$ cat src/hdl/atnp_pkg.sv
// Shared types, constants and keyword table for the AT notification line parser.
// No dependencies; imported by every module in hdl/.
package atnp_pkg;

  localparam int LINE_BYTES   = 128;
  localparam int LEN_W        = $clog2(LINE_BYTES);
  localparam int KEYWORDS     = 6;
  localparam int KW_MAX       = 13;
  localparam int VOL_OFFSET   = 5;
  localparam int STATE_OFFSET = 7;

  localparam logic [7:0] CH_CR    = 8'd13;
  localparam logic [7:0] CH_LF    = 8'd10;
  localparam logic [7:0] CH_TAB   = 8'd9;
  localparam logic [7:0] CH_VT    = 8'd11;
  localparam logic [7:0] CH_FF    = 8'd12;
  localparam logic [7:0] CH_SPACE = 8'd32;
  localparam logic [7:0] CH_PLUS  = 8'h2B;
  localparam logic [7:0] CH_MINUS = 8'h2D;
  localparam logic [7:0] CH_ZERO  = 8'h30;
  localparam logic [7:0] CH_NINE  = 8'h39;

  // keyword index = priority order; text right-justified, first char at byte len-1
  localparam logic [KW_MAX*8-1:0] KW_TEXT [KEYWORDS] = '{
    "+CONNECTED:", "+DISCONNECTED", "+PLAY", "+PAUSE", "+VOL:", "+STATE:"
  };
  localparam logic [3:0] KW_LEN [KEYWORDS] = '{
    4'd11, 4'd13, 4'd5, 4'd6, 4'd5, 4'd7
  };

  localparam int KW_CONNECTED    = 0;
  localparam int KW_DISCONNECTED = 1;
  localparam int KW_PLAY         = 2;
  localparam int KW_PAUSE        = 3;
  localparam int KW_VOL          = 4;
  localparam int KW_STATE        = 5;

  typedef enum logic [2:0] {
    EV_NONE         = 3'd0,
    EV_CONNECTED    = 3'd1,
    EV_DISCONNECTED = 3'd2,
    EV_PLAY         = 3'd3,
    EV_PAUSE        = 3'd4,
    EV_VOLUME       = 3'd5,
    EV_STATE        = 3'd6
  } event_kind_t;

  typedef enum logic [1:0] {
    LS_DISCONNECTED = 2'd0,
    LS_CONNECTING   = 2'd1,
    LS_CONNECTED    = 2'd2,
    LS_PLAYING      = 2'd3
  } link_state_t;

  typedef enum logic [1:0] {
    PH_SKIP  = 2'd0,
    PH_DIGIT = 2'd1,
    PH_DONE  = 2'd2
  } parse_phase_t;

  localparam logic [7:0] VOLUME_RESET = 8'd50;
  localparam logic [7:0] STATE_SAT    = 8'd4;

  // running number value seen so far in a line
  typedef struct packed {
    logic       negative;
    logic       nonzero;
    logic [7:0] value;
  } num_res_t;

  function automatic logic [7:0] kw_char(input int k, input logic [3:0] p);
    logic [KW_MAX*8-1:0] s;
    logic [3:0]          pos;
    s   = KW_TEXT[k];
    pos = KW_LEN[k] - 4'd1 - p;
    return s[8*pos +: 8];
  endfunction

endpackage

$ cat src/hdl/at_notification_line_parser.sv
// Top level: input register, line tracking, keyword/number units, result register.
// Depends on atnp_pkg, atnp_kw_match, atnp_num_parse.
// Path from accepted byte to result: input register, then result register.
// Throughput: one byte per cycle; the result register stalls the input only when full
// and not taken. One result per non-empty line, on the byte that ends it.
// Reset (rst, synchronous): empty line, link disconnected, volume 50, both sides empty.
module at_notification_line_parser import atnp_pkg::*; (
  input  logic        clk,
  input  logic        rst,
  input  logic        s_tvalid,
  output logic        s_tready,
  input  logic [7:0]  s_tdata,   // [7:0] rx_byte
  output logic        m_tvalid,
  input  logic        m_tready,
  output logic [15:0] m_tdata    // [1:0] link_state, [9:2] volume,
                                 // [12:10] event_kind, [13] notify, [15:14] zero
);

  logic             in_vld;
  logic [7:0]       in_byte;
  logic             adv;
  logic             is_term;
  logic             keep;
  logic             line_done;
  logic [LEN_W-1:0] line_length;
  logic [KEYWORDS-1:0] seen;
  num_res_t         vol_res;
  num_res_t         st_res;
  link_state_t      link_state_reg, link_next;
  logic [7:0]       volume_reg, volume_next;
  event_kind_t      kind;

  assign adv      = in_vld && (!m_tvalid || m_tready);
  assign s_tready = !in_vld || adv;

  always_ff @(posedge clk) begin
    if (rst) begin
      in_vld <= 1'b0;
    end else if (s_tready) begin
      in_vld <= s_tvalid;
    end
  end

  always_ff @(posedge clk) begin
    if (s_tready && s_tvalid) in_byte <= s_tdata;
  end

  assign is_term   = (in_byte == CH_CR) || (in_byte == CH_LF);
  assign keep      = adv && !is_term && (line_length < LEN_W'(LINE_BYTES - 1));
  assign line_done = adv && is_term && (line_length != '0);

  always_ff @(posedge clk) begin
    if (rst || line_done) begin
      line_length <= '0;
    end else if (keep) begin
      line_length <= line_length + 1'b1;
    end
  end

  atnp_kw_match u_kw (
    .clk  (clk),
    .rst  (rst),
    .feed (keep),
    .clr  (line_done),
    .c    (in_byte),
    .seen (seen)
  );

  atnp_num_parse u_vol (
    .clk   (clk),
    .rst   (rst),
    .feed  (keep && line_length >= LEN_W'(VOL_OFFSET)),
    .clr   (line_done),
    .wrap8 (1'b1),
    .c     (in_byte),
    .res   (vol_res)
  );

  atnp_num_parse u_state (
    .clk   (clk),
    .rst   (rst),
    .feed  (keep && line_length >= LEN_W'(STATE_OFFSET)),
    .clr   (line_done),
    .wrap8 (1'b0),
    .c     (in_byte),
    .res   (st_res)
  );

  // first keyword seen in priority order decides the event
  always_comb begin
    link_next   = link_state_reg;
    volume_next = volume_reg;
    kind        = EV_NONE;
    if (seen[KW_CONNECTED]) begin
      link_next = LS_CONNECTED;
      kind      = EV_CONNECTED;
    end else if (seen[KW_DISCONNECTED]) begin
      link_next = LS_DISCONNECTED;
      kind      = EV_DISCONNECTED;
    end else if (seen[KW_PLAY]) begin
      link_next = LS_PLAYING;
      kind      = EV_PLAY;
    end else if (seen[KW_PAUSE]) begin
      if (link_state_reg == LS_PLAYING) link_next = LS_CONNECTED;
      kind = EV_PAUSE;
    end else if (seen[KW_VOL]) begin
      kind = EV_VOLUME;
      if (!vol_res.negative && vol_res.nonzero) volume_next = vol_res.value;
    end else if (seen[KW_STATE]) begin
      kind = EV_STATE;
      // -0 still counts as zero; saturated value 4 means out of range
      if (!(st_res.negative && st_res.nonzero) && st_res.value <= 8'd3) begin
        link_next = link_state_t'(st_res.value[1:0]);
      end
    end
  end

  always_ff @(posedge clk) begin
    if (rst) begin
      link_state_reg <= LS_DISCONNECTED;
      volume_reg     <= VOLUME_RESET;
    end else if (line_done) begin
      link_state_reg <= link_next;
      volume_reg     <= volume_next;
    end
  end

  always_ff @(posedge clk) begin
    if (rst) begin
      m_tvalid <= 1'b0;
    end else if (!m_tvalid || m_tready) begin
      m_tvalid <= line_done;
    end
  end

  always_ff @(posedge clk) begin
    if (line_done) begin
      m_tdata <= {2'b00,
                  (kind == EV_CONNECTED || kind == EV_DISCONNECTED ||
                   kind == EV_PLAY || kind == EV_PAUSE),
                  kind, volume_next, link_next};
    end
  end

  a_len_bound: assert property (@(posedge clk) disable iff (rst)
    line_length <= LEN_W'(LINE_BYTES - 1))
    else $error("line length past kept limit");

  a_line_cleared: assert property (@(posedge clk) disable iff (rst)
    line_done |=> (line_length == '0) && (seen == '0))
    else $error("line state not cleared after result");

  a_result_follows: assert property (@(posedge clk) disable iff (rst)
    line_done |=> m_tvalid)
    else $error("completed line gave no result");

  a_pause_not_playing: assert property (@(posedge clk) disable iff (rst)
    (m_tvalid && m_tdata[12:10] == EV_PAUSE) |-> (m_tdata[1:0] != LS_PLAYING))
    else $error("pause left link playing");

  a_notify_kind: assert property (@(posedge clk) disable iff (rst)
    m_tvalid |-> (m_tdata[13] == (m_tdata[12:10] != EV_NONE &&
                                  m_tdata[12:10] <= EV_PAUSE)))
    else $error("notify does not match event kind");

endmodule

$ cat src/hdl/atnp_kw_match.sv
// Six streaming keyword matchers with per-line hit flags.
// Depends on atnp_pkg.
module atnp_kw_match import atnp_pkg::*; (
  input  logic                clk,
  input  logic                rst,
  input  logic                feed,    // kept byte of the current line
  input  logic                clr,     // line finished
  input  logic [7:0]          c,
  output logic [KEYWORDS-1:0] seen
);

  logic [3:0]          prog      [KEYWORDS];
  logic [3:0]          prog_next [KEYWORDS];
  logic [KEYWORDS-1:0] seen_next;

  always_comb begin
    logic [3:0] p;
    logic       hit;
    seen_next = seen;
    for (int k = 0; k < KEYWORDS; k++) begin
      p   = prog[k];
      hit = (p < KW_LEN[k]) && (kw_char(k, p) == c);
      if (hit) begin
        p = p + 4'd1;
      end else begin
        p = (c == CH_PLUS) ? 4'd1 : 4'd0;
      end
      if (p >= KW_LEN[k]) begin
        seen_next[k] = 1'b1;
        p = 4'd0;
      end
      prog_next[k] = p;
    end
  end

  always_ff @(posedge clk) begin
    if (rst || clr) begin
      seen <= '0;
      for (int k = 0; k < KEYWORDS; k++) prog[k] <= '0;
    end else if (feed) begin
      seen <= seen_next;
      for (int k = 0; k < KEYWORDS; k++) prog[k] <= prog_next[k];
    end
  end

endmodule

$ cat src/hdl/atnp_num_parse.sv
// atoi-style decimal reader: blanks, optional sign, digits.
// wrap8 selects modulo-256 value, else saturation at 4. Depends on atnp_pkg.
module atnp_num_parse import atnp_pkg::*; (
  input  logic       clk,
  input  logic       rst,
  input  logic       feed,
  input  logic       clr,
  input  logic       wrap8,
  input  logic [7:0] c,
  output num_res_t   res
);

  parse_phase_t phase, phase_next;
  num_res_t     res_next;

  always_comb begin
    logic        digit;
    logic        blank;
    logic [11:0] acc;
    logic        in_digits;
    digit      = (c >= CH_ZERO) && (c <= CH_NINE);
    blank      = (c == CH_SPACE) || (c == CH_TAB) || (c == CH_VT) || (c == CH_FF);
    acc        = {1'b0, res.value, 3'b0} + {3'b0, res.value, 1'b0} +
                 {4'b0, c - CH_ZERO};
    phase_next = phase;
    res_next   = res;
    in_digits  = 1'b0;
    case (phase)
      PH_SKIP: begin
        if (!blank) begin
          phase_next = PH_DIGIT;
          if (c == CH_PLUS || c == CH_MINUS) begin
            res_next.negative = (c == CH_MINUS);
          end else begin
            in_digits = 1'b1;
          end
        end
      end
      PH_DIGIT: in_digits = 1'b1;
      PH_DONE:  ;
      default:  ;
    endcase
    if (in_digits) begin
      if (!digit) begin
        phase_next = PH_DONE;
      end else begin
        if (c != CH_ZERO) res_next.nonzero = 1'b1;
        if (wrap8) begin
          res_next.value = acc[7:0];
        end else begin
          res_next.value = (acc > {4'b0, STATE_SAT}) ? STATE_SAT : acc[7:0];
        end
      end
    end
  end

  always_ff @(posedge clk) begin
    if (rst || clr) begin
      phase <= PH_SKIP;
      res   <= '0;
    end else if (feed) begin
      phase <= phase_next;
      res   <= res_next;
    end
  end

endmodule
$ cat config.mk
export PLATFORM = sky130hd
export DESIGN_NAME = at_notification_line_parser
export DESIGN_NICKNAME = d
export VERILOG_FILES = /design/src/hdl/atnp_pkg.sv /design/src/hdl/at_notification_line_parser.sv /design/src/hdl/atnp_kw_match.sv /design/src/hdl/atnp_num_parse.sv
export SDC_FILE = /design/constraint.sdc
export NUM_CORES = 1
export LEC_CHECK = 0
export BUFFER_PORTS_ARGS = -buffer_cell sky130_fd_sc_hd__buf_2
export CAP_MARGIN = 15
export CORE_ASPECT_RATIO = 0.6
export CORE_MARGIN = 2
export CORE_UTILIZATION = 29
export DETAILED_ROUTE_END_ITERATION = 16
export PLACE_DENSITY_LB_ADDON = 0.2
export SLEW_MARGIN = 0
export SYNTH_ARGS = -nofsm -noshare
export SYNTH_HDL_FRONTEND = slang
export SYNTH_HIERARCHICAL = 1
export SYNTH_SLANG_ARGS = --single-unit
$ cat constraint.sdc
create_clock -name clk -period 3.9 [get_ports clk]
set_input_delay 0.195 -clock clk [delete_from_list [all_inputs] [get_ports clk]]
set_output_delay 0.195 -clock clk [all_outputs]
set_load 0.05 [all_outputs]
# == Word level (Yosys, flattened, before mapping) ==
# Memories as Yosys holds them, arrays and structs flattened.
# Cells that the tools add are included.
# word_totals
reg_bits,71
mem_bits_rw,24
output_inout_bits,18
mem_count,1
# classes
addsub,18
magnitude_cmp,19
eq_ne,22
shift,6
n_mux,57
bitwise,7
reduce_logical,49
# memory_table
memory,words,width,read_ports,rd_clocked_by_memory_dff,write_ports,line,rtl
u_kw.prog,6,4,6,0,6,atnp_kw_match.sv:12,logic [3:0] prog [KEYWORDS];
# ops
cell,n
$shiftx 104x8->8 const A,6
$mux 4,18
$mux 8,7
$eq 8x8->1,6
$eq 8x4->1 const B,5
$mux 2,16
$add 4x1->4 const B,6
$eq 8x6->1 const B,3
$logic_and 1x1->1,18
$mux 3,6
$add 8x8->8,2
$ge 4x3->1 const B,4
$lt 4x3->1 const B,4
$reduce_and 4->1,4
$sub 3x4->4 const A,4
$ge 7x3->1 const B,2
$add 11x9->12,1
$add 12x8->12,1
$gt 12x3->1 const B,1
$reduce_and 2->1,6
$logic_or 1x1->1,11
$ge 4x4->1 const B,2
$ge 8x6->1 const B,1
$le 8x2->1 const B,1
other kinds (20),43

# == Depth between registers and ports, before layout ==
# logic_depth
ltp_word,10
ltp_mapped,13

# == By module ==
# Netlist, hierarchy kept.
# by_module_without_submodules
mod,instances,cells_per_inst,area_each_um2
atnp_kw_match,1,430,3590.9
at_notification_line_parser,1,182,1995.7
atnp_num_parse at u_state,1,169,1383.8
atnp_num_parse at u_vol,1,163,1302.5

# == Least setup slack after synthesis ==
# OpenSTA, ideal clock, no wires.
# synth_path
path_kind,register to register
startpoint,register in_byte[4]
endpoint,register u_state/res[0] (netlist name)
setup_ns,0.116
t_arrival_ns,3.049
path_slack_ns,0.735
path_stages_with_launch,13
path_buffers,1
cell_sequence,edfxtp_1 > a21oi_1 > xnor2_1 > fa_1 > inv_1 > ha_1 > buf_6 > a21o_1 > a2111oi_4 > a211oi_1 > o2bb2a_4 > and4_4 > a41o_1
# synth_via
elab_chain_len,7
elab_cells_between_ends,31
cone_classes,add/sub (2); order compare (3); eq/ne (8); mux (4); reduce/logical (14)
# synth_rtl
item,line,rtl
"start, declared",at_notification_line_parser.sv:20,logic [7:0] in_byte;
"start signal, assigned",at_notification_line_parser.sv:45,if (s_tready && s_tvalid) in_byte <= s_tdata;
"parallel branches: the longest is 7 deep, another holds $add 12x8->12",-,
"end signal, assigned",atnp_num_parse.sv:63,res <= res_next;
"end, declared",atnp_num_parse.sv:10,output num_res_t res
# Parallel ways; which one is timed is not known.
# A chain may end at the register's enable or synchronous reset.

# == Final worst setup path ==
# layout_path
startpoint,register in_byte[5]
endpoint,register u_state/res[1] (netlist name)
# Same word-level chain as after synthesis.

==> summary.txt <==
Timing
  – RSZ-0062 raised after global routing: false
  – Hold Fails Final Rpt: 0
  – Min cycle time layout: 3510 ps
  – Setup Skew: 8.27 ps
  – Final WS setup: 394 ps
  – Max Slew Vio Count: 0
  – Sum Neg Setup Slack: 0 ps
  – Hold Slack: 32.7 ps
  – Worst relative slew slack: 44.3%
  – # setup viols final: 0
  – Worst Max-Slew Pin Slew: 828 ps
  – Tcrit/Tclk final: 89.9%
  – Fmax achieved: 285 MHz

Floorplanning
  – Die ar.: 0.0299 sq mm
  – Die H: 135 um
  – Chip width: 222 um
  – Row count: 47
  – Initial Utilization: 29.7%
  – Num ports: 30
  – Placeable Area: 0.0278 sq mm

Logic synthesis
  – Yosys cell types: 106
  – Yosys warns: 6
  – #FFs+latches synth: 95
  – Synthesized cell area: 0.00827 sq mm
  – Syn Area/Cell: 8.76 sq um
  – Fraction of registers with async set/reset: 0%
  – Sequential share of the synthesized area: 28.6%
  – EDFF count, synth: 46
  – Syn Inst Count: 944
  – Top FF cell, synth: dfxtp_1

Setup path
  – Cell breakdown of the critical path: a21oi_1 > xnor2_1 > fa_1 > inv_1 > ha_1 > a21o_1 > a2111oi_4 > a211oi_1 > o2bb2a_4 > and4_4 > a41o_1
  – Max FO, Critical Path: 13
  – Slowest Stage Delay on Critical Path: 690 ps
  – WP data required: 4180 ps
  – CP delay by family, top: compound AO/OA/AOI/OAI gates
  – Worst flop-to-flop path startpoint: in_byte[5]$_DFFE_PP_
  – Critical Path Start: in_byte[5]$_DFFE_PP_
  – Slowest cell on the critical path: edfxtp_1
  – CP Capture Type: flip-flop
  – Critical path class: flip-flop to flip-flop
  – Worst Path Buf+Inv: 1
  – Worst EP arrival: 3780 ps
  – Worst Setup Start Kind: flip-flop

Place
  – Placed cells: 1,322
  – Placed cell areas: 0.00880 sq mm
  – Post-Place Worst Slack: 392 ps
  – Placer Congestion: 0.872
  – Port buffer count: 27
  – Hpwl dp: 17,000 um

Layout
  – Final core utilization: 33.0%
  – Ant diodes: 0
  – Nets: 1,060
  – Most frequent cells in the layout: inv_1, nand2_1, a21oi_1, ha_1, nor2_1
  – Max reg flops: 24
  – Share of layout cells above drive strength 1: 12.2%
  – Final instance area: 0.00917 sq mm
  – Area delta synth->final: 10.9%
  – Largest regs: u_kw/prog: 24 flops, m_tdata: 14 flops
  – Most common cell after layout, fill and taps aside: inv_1
  – Layout Cells excl Fill: 1,346
  – Largest reg by FF count: u_kw/prog

Detailed routing
  – Iter 0 DRT Violations: 614
  – Total Routed Length: 22,800 um
  – Wire per inst: 17.0 um
  – DR vias/cell: 5.20
  – ANT nets after route: 0
  – Pre-Repair DR Iteration Count: 5
  – DRC violations left: 0
  – Via Count: 6,993

Clock tree
  – Resize count post-CTS: 0
  – H-tree lvl count: 3
  – Total CTS buffers: 9
  – CTS sink count: 95
  – CTS root buffer: clkbuf_16
  – CTS tree: built
  – CTS Buffer Depth: 2
  – Clk pin slew, worst setup/hold paths: 70 ps
  – Clock latency on the worst-skew pair: 380 ps

Power and ir drop
  – Total power: 2.53 mW
  – Pwr Density: 276 mW/mm^2
  – Peak supply drop: 0.000260 V
  – Leakage power: 3.61 nW

Global routing
  – Vias in the first global route: 6,345
  – Initial antenna violation count: 0
  – Gr ovfl total: 0
  – Largest net degree at the start of global routing: 25
  – All-Layer GR Usage: 15.7%
  – First-pass GRT wire length: 36,500 um

Outcome
  – Status: finished, final reports clean

Job
  – Max Cap Viol: 0

Hold path
  – HP Class: input port to flip-flop
  – Worst hold start: s_tvalid
cell usage after synthesis, types with 4 or more instances:
cell | count | area share (%)
nor4b_1 | 4 | 0.42
mux2i_1 | 33 | 4.0
buf_2 | 9 | 0.54
o32ai_1 | 4 | 0.42
xnor2_1 | 25 | 2.6
inv_1 | 79 | 3.6
a311oi_1 | 6 | 0.64
nor3_1 | 25 | 1.5
o211ai_1 | 6 | 0.54
a211oi_1 | 14 | 1.3
or2_2 | 8 | 0.60
and3b_1 | 4 | 0.42
nand4_1 | 9 | 0.68
buf_1 | 5 | 0.23
and3_1 | 8 | 0.60
nand2b_1 | 12 | 0.91
nand2_1 | 71 | 3.2
o31ai_1 | 4 | 0.36
o21bai_1 | 4 | 0.36
dfxtp_1 | 49 | 12
or4_1 | 4 | 0.36
ha_1 | 62 | 9.4
nor2b_1 | 13 | 0.98
and2_1 | 11 | 0.83
o22ai_1 | 7 | 0.53
xor2_1 | 21 | 2.2
edfxtp_1 | 46 | 17
o21ai_0 | 43 | 2.6
buf_6 | 6 | 0.82
nor4_1 | 12 | 0.91
a21o_1 | 9 | 0.82
nand3_1 | 36 | 2.2
nor2_1 | 60 | 2.7
or3_1 | 8 | 0.60
fa_1 | 12 | 2.9
a31oi_1 | 11 | 0.83
a21oi_1 | 62 | 3.8
buf_4 | 5 | 0.45
clkbuf_1 | 14 | 0.64
a22o_1 | 4 | 0.42
mux2_2 | 11 | 1.5
nor3b_1 | 9 | 0.82
a41o_1 | 5 | 0.60
worst reg2reg max path, cell delays in order, from the launching register on:
cell and delay (ps):
edfxtp_1 690, a21oi_1 170, xnor2_1 170, fa_1 490, inv_1 40, ha_1 410, a21o_1 270, a2111oi_4 380
a211oi_1 140, o2bb2a_4 210, and4_4 200, a41o_1 230
path summary, 6_finish.rpt:
check / endpoint / slack, ps / cells past startpoint
setup / recovery: u_state/res[1]$_SDFFE_PP0P_ / 390 / 11
hold / removal: in_vld$_SDFFE_PP0N_ / 30 / 3
setup reg to reg: u_state/res[1]$_SDFFE_PP0P_ / 390 / 11
hold reg to reg: volume_reg[3]$_SDFFE_PP0P_ / 460 / 2
timing repair:
item,in CTS,in global routing
hold buffers,8,0
endpoints found under the hold margin,8,0
buffers inserted,0,0
endpoints found under the setup margin,0,0
cell families after synthesis:
group	synth area share, %
AOI/OAI and AO/OA	19.3
adders and majority gates	12.3
DFF	28.6
buffers and inverters	6.49
and+or+nand+nor	21.7
xor gates and xnor gates	5.79
other	0.136
muxes	5.81
metal layers:
| layer | GRT usage, % | vias to the layer above | part of all wire (%) |
|---|---|---|---|
| met5 | 0 | - | 0 |
| met4 | 3.98 | 0 | 1.1 |
| met3 | 3.11 | 15 | 4.8 |
| met2 | 20.0 | 163 | 37 |
| met1 | 25.6 | 3336 | 57 |
| li1 | - | 3479 | - |
where the power goes:
part	switching (mW)	internal, mW
Sequential	0.0525	1.07
Clock	0.453	0.446
Combinational	0.313	0.203
layout make-up:
type	count	area (sq um)
tap	367	459
sequential	95	2360
clock buffer	9	225
clock inverter	7	62.6
timing repair buffer	56	373
inverter	79	297
fill	2898	18600
multi-input combinational	733	5390
Note: power is estimated with default switching activity, not from simulation.
